[src/hdl/wscu_pkg.sv]
package wscu_pkg;

  localparam int unsigned ByteW   = 8;
  localparam int unsigned LenW    = 7;
  localparam int unsigned StatusW = 3;
  localparam int unsigned PosW    = 8;
  localparam int unsigned KeyW    = 32;

  // Result tdata: payload_byte, frame_status, payload_length, zero fill
  localparam int unsigned OutDataW = 24;

  localparam logic [ByteW-1:0] FirstByte = 8'h88;
  localparam logic [ByteW-1:0] MaskBit   = 8'h80;
  localparam logic [ByteW-1:0] LenBits   = 8'h7f;
  localparam logic [LenW-1:0]  MaxLen    = 7'd125;
  localparam logic [PosW-1:0]  HdrBytes  = 8'd6;
  localparam logic [PosW-1:0]  PosMax    = 8'd255;

  typedef enum logic [StatusW-1:0] {
    ST_BUSY      = 3'd0,
    ST_DONE      = 3'd1,
    ST_BAD_FIRST = 3'd2,
    ST_UNMASKED  = 3'd3,
    ST_TOO_LONG  = 3'd4,
    ST_NO_MASK   = 3'd5,
    ST_TRUNC     = 3'd6
  } status_t;

  typedef struct packed {
    logic             payload_valid;
    logic [ByteW-1:0] payload_byte;
    status_t          frame_status;
    logic [LenW-1:0]  payload_length;
  } result_t;

endpackage

[src/hdl/websocket_close_frame_unmask.sv]
// Checks and unmasks one client WebSocket close frame per received block, a
// byte per request. Byte 0 must be 0x88, byte 1 must carry the mask bit and
// a length of at most 125, bytes 2..5 are the mask key, and each payload
// byte comes out XORed with key byte (index mod 4). Every input byte yields
// exactly one result: out_tuser flags a payload byte, and frame_status gives
// 0 busy, 1 done, 2 bad first byte, 3 unmasked, 4 too long, 5 no mask,
// 6 truncated. After an error the rest of the block reports busy; in_tlast
// ends the block and returns the parser to its reset state. Rate is one byte
// per clock while out_tready is high; each byte passes one input register,
// then the parser logic into the result register. Payload bytes already
// sent before a truncation are not taken back.
module websocket_close_frame_unmask (
  input  logic                           clk,
  input  logic                           rst_n,
  // input stream
  input  logic                           in_tvalid,
  output logic                           in_tready,
  input  logic [7:0]                     in_tdata,   // [7:0] data_byte
  input  logic                           in_tlast,   // block_end
  // result stream
  output logic                           out_tvalid,
  input  logic                           out_tready,
  output logic [wscu_pkg::OutDataW-1:0]  out_tdata,  // [7:0] payload_byte,
                                                     // [10:8] frame_status,
                                                     // [17:11] payload_length
  output logic                           out_tuser   // payload_valid
);

  // input register
  logic                        s1_valid_r;
  logic [wscu_pkg::ByteW-1:0]  s1_byte_r;
  logic                        s1_last_r;
  logic                        s1_go;

  // result register
  logic                        out_valid_r;
  wscu_pkg::result_t           out_res_r;
  wscu_pkg::result_t           res;

  // stage 1 moves on when the result slot is free or being drained
  assign s1_go     = s1_valid_r && (!out_valid_r || out_tready);
  assign in_tready = !s1_valid_r || s1_go;

  always_ff @(posedge clk) begin
    if (!rst_n) begin
      s1_valid_r <= 1'b0;
    end else if (in_tready) begin
      s1_valid_r <= in_tvalid;
    end
  end

  always_ff @(posedge clk) begin
    if (in_tready && in_tvalid) begin
      s1_byte_r <= in_tdata;
      s1_last_r <= in_tlast;
    end
  end

  wscu_parse u_parse (
    .clk       (clk),
    .rst_n     (rst_n),
    .step      (s1_go),
    .data_byte (s1_byte_r),
    .block_end (s1_last_r),
    .result    (res)
  );

  always_ff @(posedge clk) begin
    if (!rst_n) begin
      out_valid_r <= 1'b0;
    end else if (s1_go) begin
      out_valid_r <= 1'b1;
    end else if (out_tready) begin
      out_valid_r <= 1'b0;
    end
  end

  always_ff @(posedge clk) begin
    if (s1_go) begin
      out_res_r <= res;
    end
  end

  assign out_tvalid = out_valid_r;
  assign out_tuser  = out_res_r.payload_valid;
  assign out_tdata  = {6'b000000, out_res_r.payload_length,
                       out_res_r.frame_status, out_res_r.payload_byte};

endmodule

[src/hdl/wscu_parse.sv]
module wscu_parse (
  input  logic                      clk,
  input  logic                      rst_n,
  input  logic                      step,
  input  logic [wscu_pkg::ByteW-1:0] data_byte,
  input  logic                      block_end,
  output wscu_pkg::result_t         result
);

  logic [wscu_pkg::PosW-1:0] pos_r, pos_nxt;
  logic [wscu_pkg::LenW-1:0] flen_r, flen_nxt;
  logic [wscu_pkg::KeyW-1:0] key_r, key_nxt;
  logic                      err_r, err_nxt;

  logic [wscu_pkg::PosW-1:0] pay_end;
  logic [1:0]                hdr_idx;
  logic [1:0]                pay_idx;
  logic [wscu_pkg::ByteW-1:0] key_byte;

  assign pay_end  = wscu_pkg::HdrBytes + {1'b0, flen_r};
  assign hdr_idx  = pos_r[1:0] - 2'd2;      // mask byte pos-2
  assign pay_idx  = pos_r[1:0] + 2'd2;      // (pos-6) mod 4
  assign key_byte = key_r[{pay_idx, 3'b000} +: wscu_pkg::ByteW];

  always_comb begin
    pos_nxt  = pos_r;
    flen_nxt = flen_r;
    key_nxt  = key_r;
    err_nxt  = err_r;
    result.payload_valid  = 1'b0;
    result.payload_byte   = '0;
    result.frame_status   = wscu_pkg::ST_BUSY;
    result.payload_length = (pos_r >= 8'd2) ? flen_r : '0;

    if (err_r) begin
      result.frame_status = wscu_pkg::ST_BUSY;
    end else if (pos_r == 8'd0) begin
      if (data_byte != wscu_pkg::FirstByte) begin
        result.frame_status = wscu_pkg::ST_BAD_FIRST;
        err_nxt = 1'b1;
      end else if (block_end) begin
        result.frame_status = wscu_pkg::ST_UNMASKED;
        err_nxt = 1'b1;
      end
    end else if (pos_r == 8'd1) begin
      result.payload_length = data_byte[wscu_pkg::LenW-1:0];
      flen_nxt = data_byte[wscu_pkg::LenW-1:0];
      if ((data_byte & wscu_pkg::MaskBit) == '0) begin
        result.frame_status = wscu_pkg::ST_UNMASKED;
        err_nxt = 1'b1;
      end else if (data_byte[wscu_pkg::LenW-1:0] > wscu_pkg::MaxLen) begin
        result.frame_status = wscu_pkg::ST_TOO_LONG;
        err_nxt = 1'b1;
      end else if (block_end) begin
        result.frame_status = wscu_pkg::ST_NO_MASK;
        err_nxt = 1'b1;
      end
    end else if (pos_r < wscu_pkg::HdrBytes) begin
      key_nxt[{hdr_idx, 3'b000} +: wscu_pkg::ByteW] = data_byte;
      if (pos_r == wscu_pkg::HdrBytes - 8'd1) begin
        if (flen_r == '0) begin
          result.frame_status = wscu_pkg::ST_DONE;
        end else if (block_end) begin
          result.frame_status = wscu_pkg::ST_TRUNC;
          err_nxt = 1'b1;
        end
      end else if (block_end) begin
        result.frame_status = wscu_pkg::ST_NO_MASK;
        err_nxt = 1'b1;
      end
    end else if (pos_r < pay_end) begin
      result.payload_valid = 1'b1;
      result.payload_byte  = data_byte ^ key_byte;
      if (pos_r + 8'd1 == pay_end) begin
        result.frame_status = wscu_pkg::ST_DONE;
      end else if (block_end) begin
        result.frame_status = wscu_pkg::ST_TRUNC;
        err_nxt = 1'b1;
      end
    end else begin
      result.frame_status = wscu_pkg::ST_DONE;
    end

    if (pos_r != wscu_pkg::PosMax) begin
      pos_nxt = pos_r + 8'd1;
    end
    if (block_end) begin
      pos_nxt  = '0;
      flen_nxt = '0;
      key_nxt  = '0;
      err_nxt  = 1'b0;
    end
  end

  always_ff @(posedge clk) begin
    if (!rst_n) begin
      pos_r  <= '0;
      flen_r <= '0;
      key_r  <= '0;
      err_r  <= 1'b0;
    end else if (step) begin
      pos_r  <= pos_nxt;
      flen_r <= flen_nxt;
      key_r  <= key_nxt;
      err_r  <= err_nxt;
    end
  end

endmodule

[config.mk]
export PLATFORM = sky130hd
export DESIGN_NAME = websocket_close_frame_unmask
export DESIGN_NICKNAME = d
export VERILOG_FILES = /design/src/hdl/wscu_pkg.sv /design/src/hdl/websocket_close_frame_unmask.sv /design/src/hdl/wscu_parse.sv
export SDC_FILE = /design/constraint.sdc
export NUM_CORES = 1
export LEC_CHECK = 0
export ABC_AREA = 1
export BUFFER_PORTS_ARGS = -buffer_cell sky130_fd_sc_hd__clkbuf_2
export CAP_MARGIN = 25
export CORE_AREA = 8 8 109 111
export CTS_BUF_LIST = sky130_fd_sc_hd__clkbuf_8
export DETAILED_ROUTE_END_ITERATION = 16
export DIE_AREA = 0 0 117 119
export PLACE_DENSITY = 0.7
export SETUP_SLACK_MARGIN = 0.5
export SLEW_MARGIN = 20
export SYNTH_ARGS = -nofsm -noshare
export SYNTH_HDL_FRONTEND = slang
export SYNTH_SLANG_ARGS = --single-unit
[constraint.sdc]
create_clock -name clk -period 4.65 [get_ports clk]
set_clock_uncertainty 0.05 [all_clocks]
set_input_delay 0.465 -clock clk [delete_from_list [all_inputs] [get_ports clk]]
set_output_delay 0.465 -clock clk [all_outputs]
set_load 0.01 [all_outputs]
Yosys cells after proc, flatten, opt, wreduce, memory -nomap -nowiden
Cells that the tools add are included.
- flip-flop bits (word level): 78
- bits in latches: 0
- memory bits (writable): 0
- memory bits (read-only): 0
- logic and storage cells: 91
- memories: 0
- add/sub/neg operators: 5
- multiply operators: 0
- div/mod/pow operators: 0
- $lt $le $gt $ge: 4
- equality and inequality tests: 8
- shift operators: 3
- mux-type cells: 39
- bitwise gates (word level): 2
- reductions and logical operators: 18
- operators with widths (kind ; number):
    32-bit two-way mux ; 5
    7-bit two-way mux ; 8
    3-bit two-way mux ; 12
    32-bit bitwise mux ; 1
    8-bit by 7-bit variable shift with 32-bit output (first input constant) ; 1
    32-bit by 6-bit indexed part select with 8-bit output ; 1
    8-bit by 7-bit indexed part select with 32-bit output ; 1
    8-bit zero test ; 2
    8-bit two-way mux ; 2
    8-bit != test (second input constant) ; 2
    1-bit two-way mux ; 9
    9-bit two-way mux ; 1
    3-bit by 7-bit adder with 8-bit output (first input constant) ; 1
    8-bit by 1-bit adder with 8-bit output (second input constant) ; 1
    8-bit by 1-bit equality test with 1-bit output (second input constant) ; 1
    8-bit by 3-bit equality test with 1-bit output (second input constant) ; 1
    8-bit equality test ; 1
    8-bit by 2-bit >= comparator with 1-bit output (second input constant) ; 1
    8-bit by 3-bit less-than comparator with 1-bit output (second input constant) ; 1
    8-bit less-than comparator ; 1
    2-bit nonzero test ; 4
    8-bit XOR ; 1
    7-bit > comparator (second input constant) ; 1
    7-bit zero test ; 1
    14 further kinds ; 19

Longest topological paths before layout
Gate-level depths: netlist (run 1).
- word-level depth: 9
- mapped depth: 19
- mapped depth without buffers: 15

Cells and area by module
A second synthesis (run 1) with hierarchy kept.
- cells, all modules: 585
- area, all modules: 4484.3 µm²
- by module, submodules not included (module ; instances ; cells an instance ; area each (µm²) ; sequential area each (µm²)):
    wscu_parse ; 1 ; 537 ; 3499.6 ; 960.9
    websocket_close_frame_unmask ; 1 ; 48 ; 984.7 ; 880.8

Worst setup path before layout (run 1)
OpenSTA, ideal clock, no wires.
- path type: register to register
- from: reg u_parse.pos_r[0] (netlist bit)
- to: reg out_res_r, in the netlist out_tdata[9] (data pin)
- setup time: 259 ps
- arrival time: 2265 ps
- slack: 2076 ps
- cell stages (with the launch flop): 20
- period minus slack after synthesis: 2574 ps
- cell sequence: dfxtp_1 buf_2 inv_1 buf_2 buf_2 buf_2 ha_1 inv_1 nand2_1 nand2_1 nor2_1 nand2_1 nor2_1 nand2_1 nor2_1 nand3_1 nand3_1 nand2_1 nand2_1 a21oi_1
- cells in the longest elaborated chain, start to end: 7
- elaborated cells between the ends (all ways): 13
- classes of those cells: add/sub: 1; order compare: 2; eq/ne: 3; mux: 6; reduce/logical: 1
- RTL lines (element ; line ; text):
    from (decl) ; wscu_parse.sv:10 ; logic [wscu_pkg::PosW-1:0] pos_r, pos_nxt;
    from (signal assigned) ; wscu_parse.sv:102 ; pos_r <= pos_nxt;
    8-bit by 1-bit adder with 8-bit output ; wscu_parse.sv:74 ; if (pos_r + 8'd1 == pay_end) begin
    8-bit equality test ; wscu_parse.sv:74 ;
    3-bit two-way mux ; wscu_parse.sv:74 ;
    3-bit two-way mux ; wscu_parse.sv:71 ; end else if (pos_r < pay_end) begin
    3-bit two-way mux ; wscu_parse.sv:58 ; end else if (pos_r < wscu_pkg::HdrBytes) begin
    3-bit two-way mux ; wscu_parse.sv:45 ; end else if (pos_r == 8'd1) begin
    3-bit two-way mux * ; wscu_parse.sv:37 ; end else if (pos_r == 8'd0) begin
    to (signal assigned) ; websocket_close_frame_unmask.sv:80 ; out_res_r <= res;
    to (decl) ; websocket_close_frame_unmask.sv:37 ; wscu_pkg::result_t out_res_r;
Every way passes the cells marked *; elsewhere a longest branch is shown, timed or not.
A chain may end at the register's enable or synchronous reset.

Final worst setup path (run 1)
- from: reg u_parse.pos_r[0] (netlist bit)
- to: reg u_parse.key_r[9] (netlist bit)
- cells in the longest elaborated chain, start to end: 9
- elaborated cells between the ends (all ways): 17
- classes of those cells: add/sub: 2; order compare: 1; eq/ne: 3; shift: 2; mux: 6; reduce/logical: 3
- RTL lines (element ; line ; text):
    2-bit subtractor ; wscu_parse.sv:21 ; assign hdr_idx = pos_r[1:0] - 2'd2;
    5-bit negation with 7-bit output ; wscu_parse.sv:59 ; key_nxt[{hdr_idx, 3'b000} +: wscu_pkg::ByteW] = data_byte;
    8-bit by 7-bit indexed part select with 32-bit output / 8-bit by 7-bit variable shift with 32-bit output (equally long branches) ; wscu_parse.sv:59 ;
    32-bit bitwise mux ; wscu_parse.sv:59 ;
    32-bit two-way mux ; wscu_parse.sv:58 ;
    32-bit two-way mux ; wscu_parse.sv:45 ;
    32-bit two-way mux ; wscu_parse.sv:37 ;
    32-bit two-way mux ; wscu_parse.sv:35 ; if (err_r) begin
    32-bit two-way mux ; wscu_parse.sv:87 ; if (block_end) begin
    to (signal assigned) ; wscu_parse.sv:104 ; key_r <= key_nxt;
    to (decl) ; wscu_parse.sv:12 ; logic [wscu_pkg::KeyW-1:0] key_r, key_nxt;
Parallel ways exist; a longest one is shown, timed or not. The select of a mux whose other input is x is not followed.

==> flow_metrics.tcl, run 1 <==
set metrics [dict create \
    outcome "finished clean" \
    dp_hpwl_mm 8.22 \
    dr.first_iter.drc_count 382 \
    slew_violations 0 \
    power_frac_seq_pct 47.7 \
    r2r-start "u_parse.pos_r[0]$_SDFFE_PN0P_" \
    yosysWarnings 0 \
    relSlewSlack_pct 37.9 \
    placed_area_um2 4660 \
    synthTopCellsByArea "dfxtp_1 22%, edfxtp_1 19%, nand2_1 11%" \
    hold_ws_ps 219 \
    ys_seq_elements 78 \
    root_buffer "clkbuf_8" \
    setup_viol 0 \
    worstPathMaxFanout 35 \
    swShare_pct 27.7 \
    p_int_mw 1.16 \
    required_ps 4850 \
    max_freq_mhz 341 \
    syn_inst 613 \
    coreArea_um2 10100 \
    grt_start_max_net_pins 40 \
    synth_compound_area_share_pct 13.5 \
    cts.path.max_buffers 2 \
    crit_type "register to register" \
    synth_edf_count 28 \
    yosysUniqueCellTypes 34 \
    yosysTopAreaCellShare_pct 22.5 \
    h-tree-depth 3 \
    grtUsageTotal_pct 17.2 \
    grt.overflow.total 0 \
    power_switching_mw 0.446 \
    io_buffers 33 \
    cts_tree "yes" \
    start_util_pct 44.1 \
    hold_start "in_tdata[5]" \
    ant_nets 0 \
    die_w_um 117 \
    die_area_um2 13900 \
    cp.arrival_ps 3130 \
    ir_drop_uv 167 \
    remaining_drc_errors 0 \
    clkPwrFrac_pct 38.3 \
    muxShareOfSynthArea_pct 0 \
    r2r_end "u_parse.key_r[9]$_SDFFE_PN0P_" \
    avgViaCountPerCell 5.48 \
    cts_setup_buffers 0 \
    antenna_found_initial 0 \
    total_power_mw 1.61 \
    syn_to_final_growth_pct 10.4 \
    clock_sinks 78 \
    cts_buffers 9 \
    holdPathStages 1 \
    synth_fa_ha_area_share_pct 3.94 \
    wl_per_cell_um 15.2 \
    wirelength_mm 11.8 \
    cp-end-kind "register" \
    hold_viol 0 \
    antenna_cells 0 \
    synth_top_family_by_area "simple AND/OR/NAND/NOR gates" \
    max_cap_viol_count 0 \
    syn-mean-instance-area_um2 7.26 \
    cts-resized-gates 0 \
    fillCellCount 1025 \
    r2r_cells 12 \
    synth_area_leader_cell "dfxtp_1" \
    num_rows 37 \
    ys.flop_type "dfxtp_1" \
    finalWeightedCongestion 0.908 \
    synthXorXnorAreaFrac_pct 1.77 \
    nNetsFinal 660 \
    seq_area_frac_synth_pct 41.4 \
    hp-class "input pin to register" \
    rsz0062_at_grt "no" \
    clk_pin_slew_worst_paths_ps 80 \
    grt_pass1_vias 3808 \
    pwr-share-comb_pct 13.9 \
    min_period_ps 2930 \
    cp-start-kind "register" \
    insertion_delay_ps 370 \
    worst_slew_pin_slew_ps 924 \
    min_period_over_period_pct 63.1 \
    vias 4244 \
    die_h_um 119 \
    fin_area_um2 4910 \
    p_leak_nw 1.99 \
    layout-drive-gt1-share_pct 10.8 \
    netlist_area_um2 4450 \
    tns_ps 0 \
    synth-simple-area-share_pct 30.7 \
    ctsHoldBuffers 0 \
    reg2reg_setup_slack_ps 1720 \
    power_density_nw_per_um2 328 \
    drt_pre_antenna_iters 5 \
    utilization_pct 48.7 \
    async_reset_ff_share_pct 0 \
    io_pins 40 \
    min_to "s1_byte_r[5]$_DFFE_PP_" \
    grt_pass1_wl_mm 18.9 \
]
[sequential cells by signal, summed over array words and instances (netlist names)]
name            flops
out_tdata          18
out_tuser           1
out_tvalid          1
s1_byte_r           8
s1_last_r           1
s1_valid_r          1
u_parse.err_r       1
u_parse.flen_r      7
u_parse.key_r      32
u_parse.pos_r       8
[kinds of logic (layout without fill, tap and decap cells)]
family                     Yosys count  in the layout
xor gates and xnor gates             9              9
AOI/OAI and AO/OA                  109            109
other                                1              6
DFF                                 78             78
buffers and inverters               88            108
adders and majority gates           14             14
and+or+nand+nor                    314            314
[power groups by stage]
stage               combinational (mW)  sequential [mW]  clock (mW)
finish                           0.225            0.769       0.617
global route                     0.253            0.773       0.646
CTS                              0.221            0.768       0.621
detailed placement               0.220            0.784           0
global placement                 0.217            0.783           0
floorplan                        0.170            0.774           0
[stage by stage]
| stage | cells | setup slack [ps] |
|---|---|---|
| 2_1_floorplan | 618 | 2080 |
| 3_3_place_gp | 757 | 1790 |
| 3_5_place_dp | 757 | 1760 |
| 4_1_cts | 773 | 1750 |
| 5_1_grt | 774 | 1480 |
| 6_report | 774 | 1720 |
[placed cells by master (no fill, tap or decap), types with 10 or more instances in the layout]
cell type,instances
a21oi_1,57
nor2_1,82
ha_1,14
nand3_1,82
o21ai_0,24
dfxtp_1,50
edfxtp_1,28
inv_1,45
nand2_1,125
clkbuf_2,34
nor4_1,10
[per-layer routing]
| layer | track usage [%] | vias to the layer above | wire, um |
|---|---|---|---|
| met4 | 7.53 | 0 | 271 |
| met1 | 23.0 | 1916 | 5260 |
| met2 | 25.3 | 208 | 5040 |
| met3 | 4.75 | 24 | 1220 |
| met5 | 0 | - | 0 |
| li1 | - | 2096 | - |
[critical path, cell delays in order, from the launching register on]
cell     delay, ps
dfxtp_1        320
buf_4          300
inv_1          100
ha_1           210
inv_1          130
nor3_2         100
nor2_1         150
nand2_1        130
o22ai_4        690
buf_4          390
nand3_1        100
nand2_1         90
nor2_1          60
[final cells by class]
cell class	count	area, um^2	share of cell area (%)
flip-flops and latches	78	1840	37.5
clock buffers	9	124	2.52
clock inverters	7	114	2.32
well taps	136	170	3.46
inverters	52	195	3.97
repair buffers	40	215	4.38
multi-input cells	452	2250	45.9
[synthesized netlist by cell type, types with 4 or more instances]
master / n
nand2_1: 125
nand3_1: 82
nor2_1: 82
a21oi_1: 57
dfxtp_1: 50
inv_1: 44
edfxtp_1: 28
o21ai_0: 24
clkbuf_1: 16
ha_1: 14
nor4_1: 11
xor2_1: 9
buf_2: 8
buf_4: 8
inv_2: 8
o22ai_1: 8
o31ai_1: 7
o21ai_1: 5
nand4_1: 4
nor3_1: 4
[how the worst max path moves through the flow]
stage / from / endpoint / slack [ps] / depth (start not counted)
after global routing: u_parse.pos_r[0]$_SDFFE_PN0P_ / u_parse.key_r[24]$_SDFFE_PN0P_ / 1480 / 11
after CTS: u_parse.pos_r[0]$_SDFFE_PN0P_ / u_parse.key_r[16]$_SDFFE_PN0P_ / 1750 / 11
after detailed placement: u_parse.pos_r[0]$_SDFFE_PN0P_ / u_parse.key_r[16]$_SDFFE_PN0P_ / 1760 / 11
final: u_parse.pos_r[0]$_SDFFE_PN0P_ / u_parse.key_r[9]$_SDFFE_PN0P_ / 1720 / 12
after global placement: u_parse.pos_r[0]$_SDFFE_PN0P_ / u_parse.key_r[17]$_SDFFE_PN0P_ / 1790 / 11
after floorplan: u_parse.pos_r[0]$_SDFFE_PN0P_ / out_tdata[9]$_SDFFCE_PP0P_ / 2080 / 19
No activity file was read; power rests on OpenSTA's default activity.
==> inputs of run 2 (changes only) <==
==> constraint.sdc (replaced) <==
create_clock -name clk -period 2.7 [get_ports clk]
set_clock_uncertainty 0.05 [all_clocks]
set_input_delay 0.27 -clock clk [delete_from_list [all_inputs] [get_ports clk]]
set_output_delay 0.27 -clock clk [all_outputs]
set_load 0.01 [all_outputs]
==> run 2 against run 1 <==
Against the previous run:
- non-clock buffer count up 24
- utilization increased by 3.8 points
- via count rose by 2.0%
- worst hold slack got worse by 180 ps
- sequential power rose by 72%
- global-route usage is 0.93 points higher
- largest power group unchanged
==> flow_metrics.tcl, run 2 (synthesis gave the netlist of run 1 again) <==
set metrics [dict create \
    outcome "finished clean" \
    dp_hpwl_mm 8.33 \
    power_frac_seq_pct 50.4 \
    worst_slew_pin_slew_ps 804 \
    slew_violations 0 \
    wl_per_cell_um 15.7 \
    required_ps 2750 \
    die_area_um2 13900 \
    grt_pass1_vias 4031 \
    clkPwrFrac_pct 32.0 \
    wirelength_mm 12.5 \
    max_freq_mhz 453 \
    multiInputGateArea_um2 2440 \
    antenna_cells 0 \
    top_register "u_parse.key_r" \
    fillCellCount 1001 \
    pre_cts_slack_ps 223 \
    reg2reg_setup_slack_ps 490 \
    coreArea_um2 10100 \
    ctsHoldBuffers 0 \
    clk_pin_slew_worst_paths_ps 80 \
    grtUsageTotal_pct 18.1 \
    max_cap_viol_count 0 \
    start_util_pct 44.1 \
    largest_register_ff_count 32 \
    total_power_mw 2.61 \
    ir_drop_uv 270 \
    cts_buffers 9 \
    grt_start_max_net_pins 35 \
    remaining_drc_errors 0 \
    power_switching_mw 0.762 \
    ant_nets 0 \
    vias 4330 \
    layout-drive-gt1-share_pct 21.2 \
    min_period_ps 2210 \
    cp-end-kind "register" \
    antenna_found_initial 0 \
    swShare_pct 29.2 \
    die_w_um 117 \
    slowest_stage "dfxtp_2" \
    p_leak_nw 2.18 \
    layout_setup_ws_ps 494 \
    insertion_delay_ps 360 \
    setup_viol 0 \
    avgViaCountPerCell 5.43 \
    power_density_nw_per_um2 493 \
    hold_viol 0 \
    worstPathMaxFanout 3 \
    relSlewSlack_pct 45.9 \
    slowest_delay_ps 350 \
    h-tree-depth 3 \
    p_int_mw 1.85 \
    utilization_pct 52.5 \
    layout_commonest_cell "nand2_1" \
    clock_sinks 78 \
    cts.path.max_buffers 2 \
    cp.arrival_ps 2260 \
    seq_area_um2 1860 \
    hp-class "input pin to register" \
    cp_cell_sequence "inv_2 > ha_4 > inv_4 > nand2_4 > nor3_4 > inv_2 > ha_4 > nand2_1 > o21ai_2 > a21oi_2 > buf_4 > nand3_2 > nand3_1 > inv_1 > a21oi_2" \
    grt.overflow.total 0 \
    most-common-layout-cells "119 x nand2_1, 79 x nand3_1, 76 x nor2_1, 53 x a21oi_1, 39 x dfxtp_1" \
    tns_ps 0 \
    nNetsFinal 684 \
    cp-start-kind "register" \
    syn_to_final_growth_pct 19.2 \
    finalWeightedCongestion 0.890 \
    root_buffer "clkbuf_8" \
    dr.first_iter.drc_count 428 \
    min_period_over_period_pct 81.7 \
    pwr-share-comb_pct 17.6 \
    drt_pre_antenna_iters 6 \
    hold_ws_ps 38.8 \
    io_pins 40 \
    die_h_um 119 \
    io_buffers 33 \
    grt_pass1_wl_mm 20.1 \
    crit_type "register to register" \
    cts_tree "yes" \
    rsz0062_at_grt "no" \
    num_rows 37 \
]
[run 2: cell type report]
cell class                      count  share of cell area [%]
Clock buffer                        9                    2.34
Clock inverter                      6                    1.06
Inverter                           52                    3.78
Multi-Input combinational cell    452                    46.0
Tap cell                          136                    3.21
Timing Repair Buffer               64                    8.43
Sequential cell                    78                    35.1
[run 2: worst paths after layout]
check                                 start                        endpoint  depth (start not counted)
max          u_parse.flen_r[2]$_SDFFE_PN0P_     out_tdata[10]$_SDFFCE_PP0P_                         15
min                             in_tdata[7]          s1_byte_r[7]$_DFFE_PP_                          1
max reg2reg  u_parse.flen_r[2]$_SDFFE_PN0P_     out_tdata[10]$_SDFFCE_PP0P_                         15
min reg2reg  u_parse.key_r[25]$_SDFFE_PN0P_  u_parse.key_r[25]$_SDFFE_PN0P_                          2
[run 2: layer usage]
layer  wire, um  track usage [%]  vias to the layer above
li1           -                -                     2139
met1       5460             24.4                     1976
met2       5700             27.5                      197
met3       1180             4.95                       18
met4        192             5.68                        0
met5          0                0                        -
[run 2: what timing repair did]
item                                    in CTS  in global routing
endpoints found under the setup margin      56                 51
setup buffers                                9                  7
resized for setup                           18                 40
pin swaps                                    5                 15
gates cloned                                 1                  0
[run 2: power by group through the flow]
| stage | combinational [mW] | clock [mW] | sequential [mW] |
|---|---|---|---|
| detailed placement | 0.408 | 0 | 1.35 |
| floorplan | 0.305 | 0 | 1.33 |
| global route | 0.509 | 0.920 | 1.32 |
| global placement | 0.406 | 0 | 1.34 |
| finish | 0.460 | 0.836 | 1.32 |
| CTS | 0.430 | 0.856 | 1.32 |
[run 2: critical path: cells and delay by family, from the launching register on]
kind	cells	cell delay, ps
buffers and inverters	5	430
AOI/OAI and AO/OA	3	240
adders and majority gates	2	440
DFF	1	350
and+or+nand+nor	5	430
[run 2: metrics by stage]
stage                     cells  cell area (um^2)
after detailed placement    765              4770
after floorplan             618              4530
after CTS                   790              5110
after global placement      765              4770
final                       797              5300
after global routing        797              5300
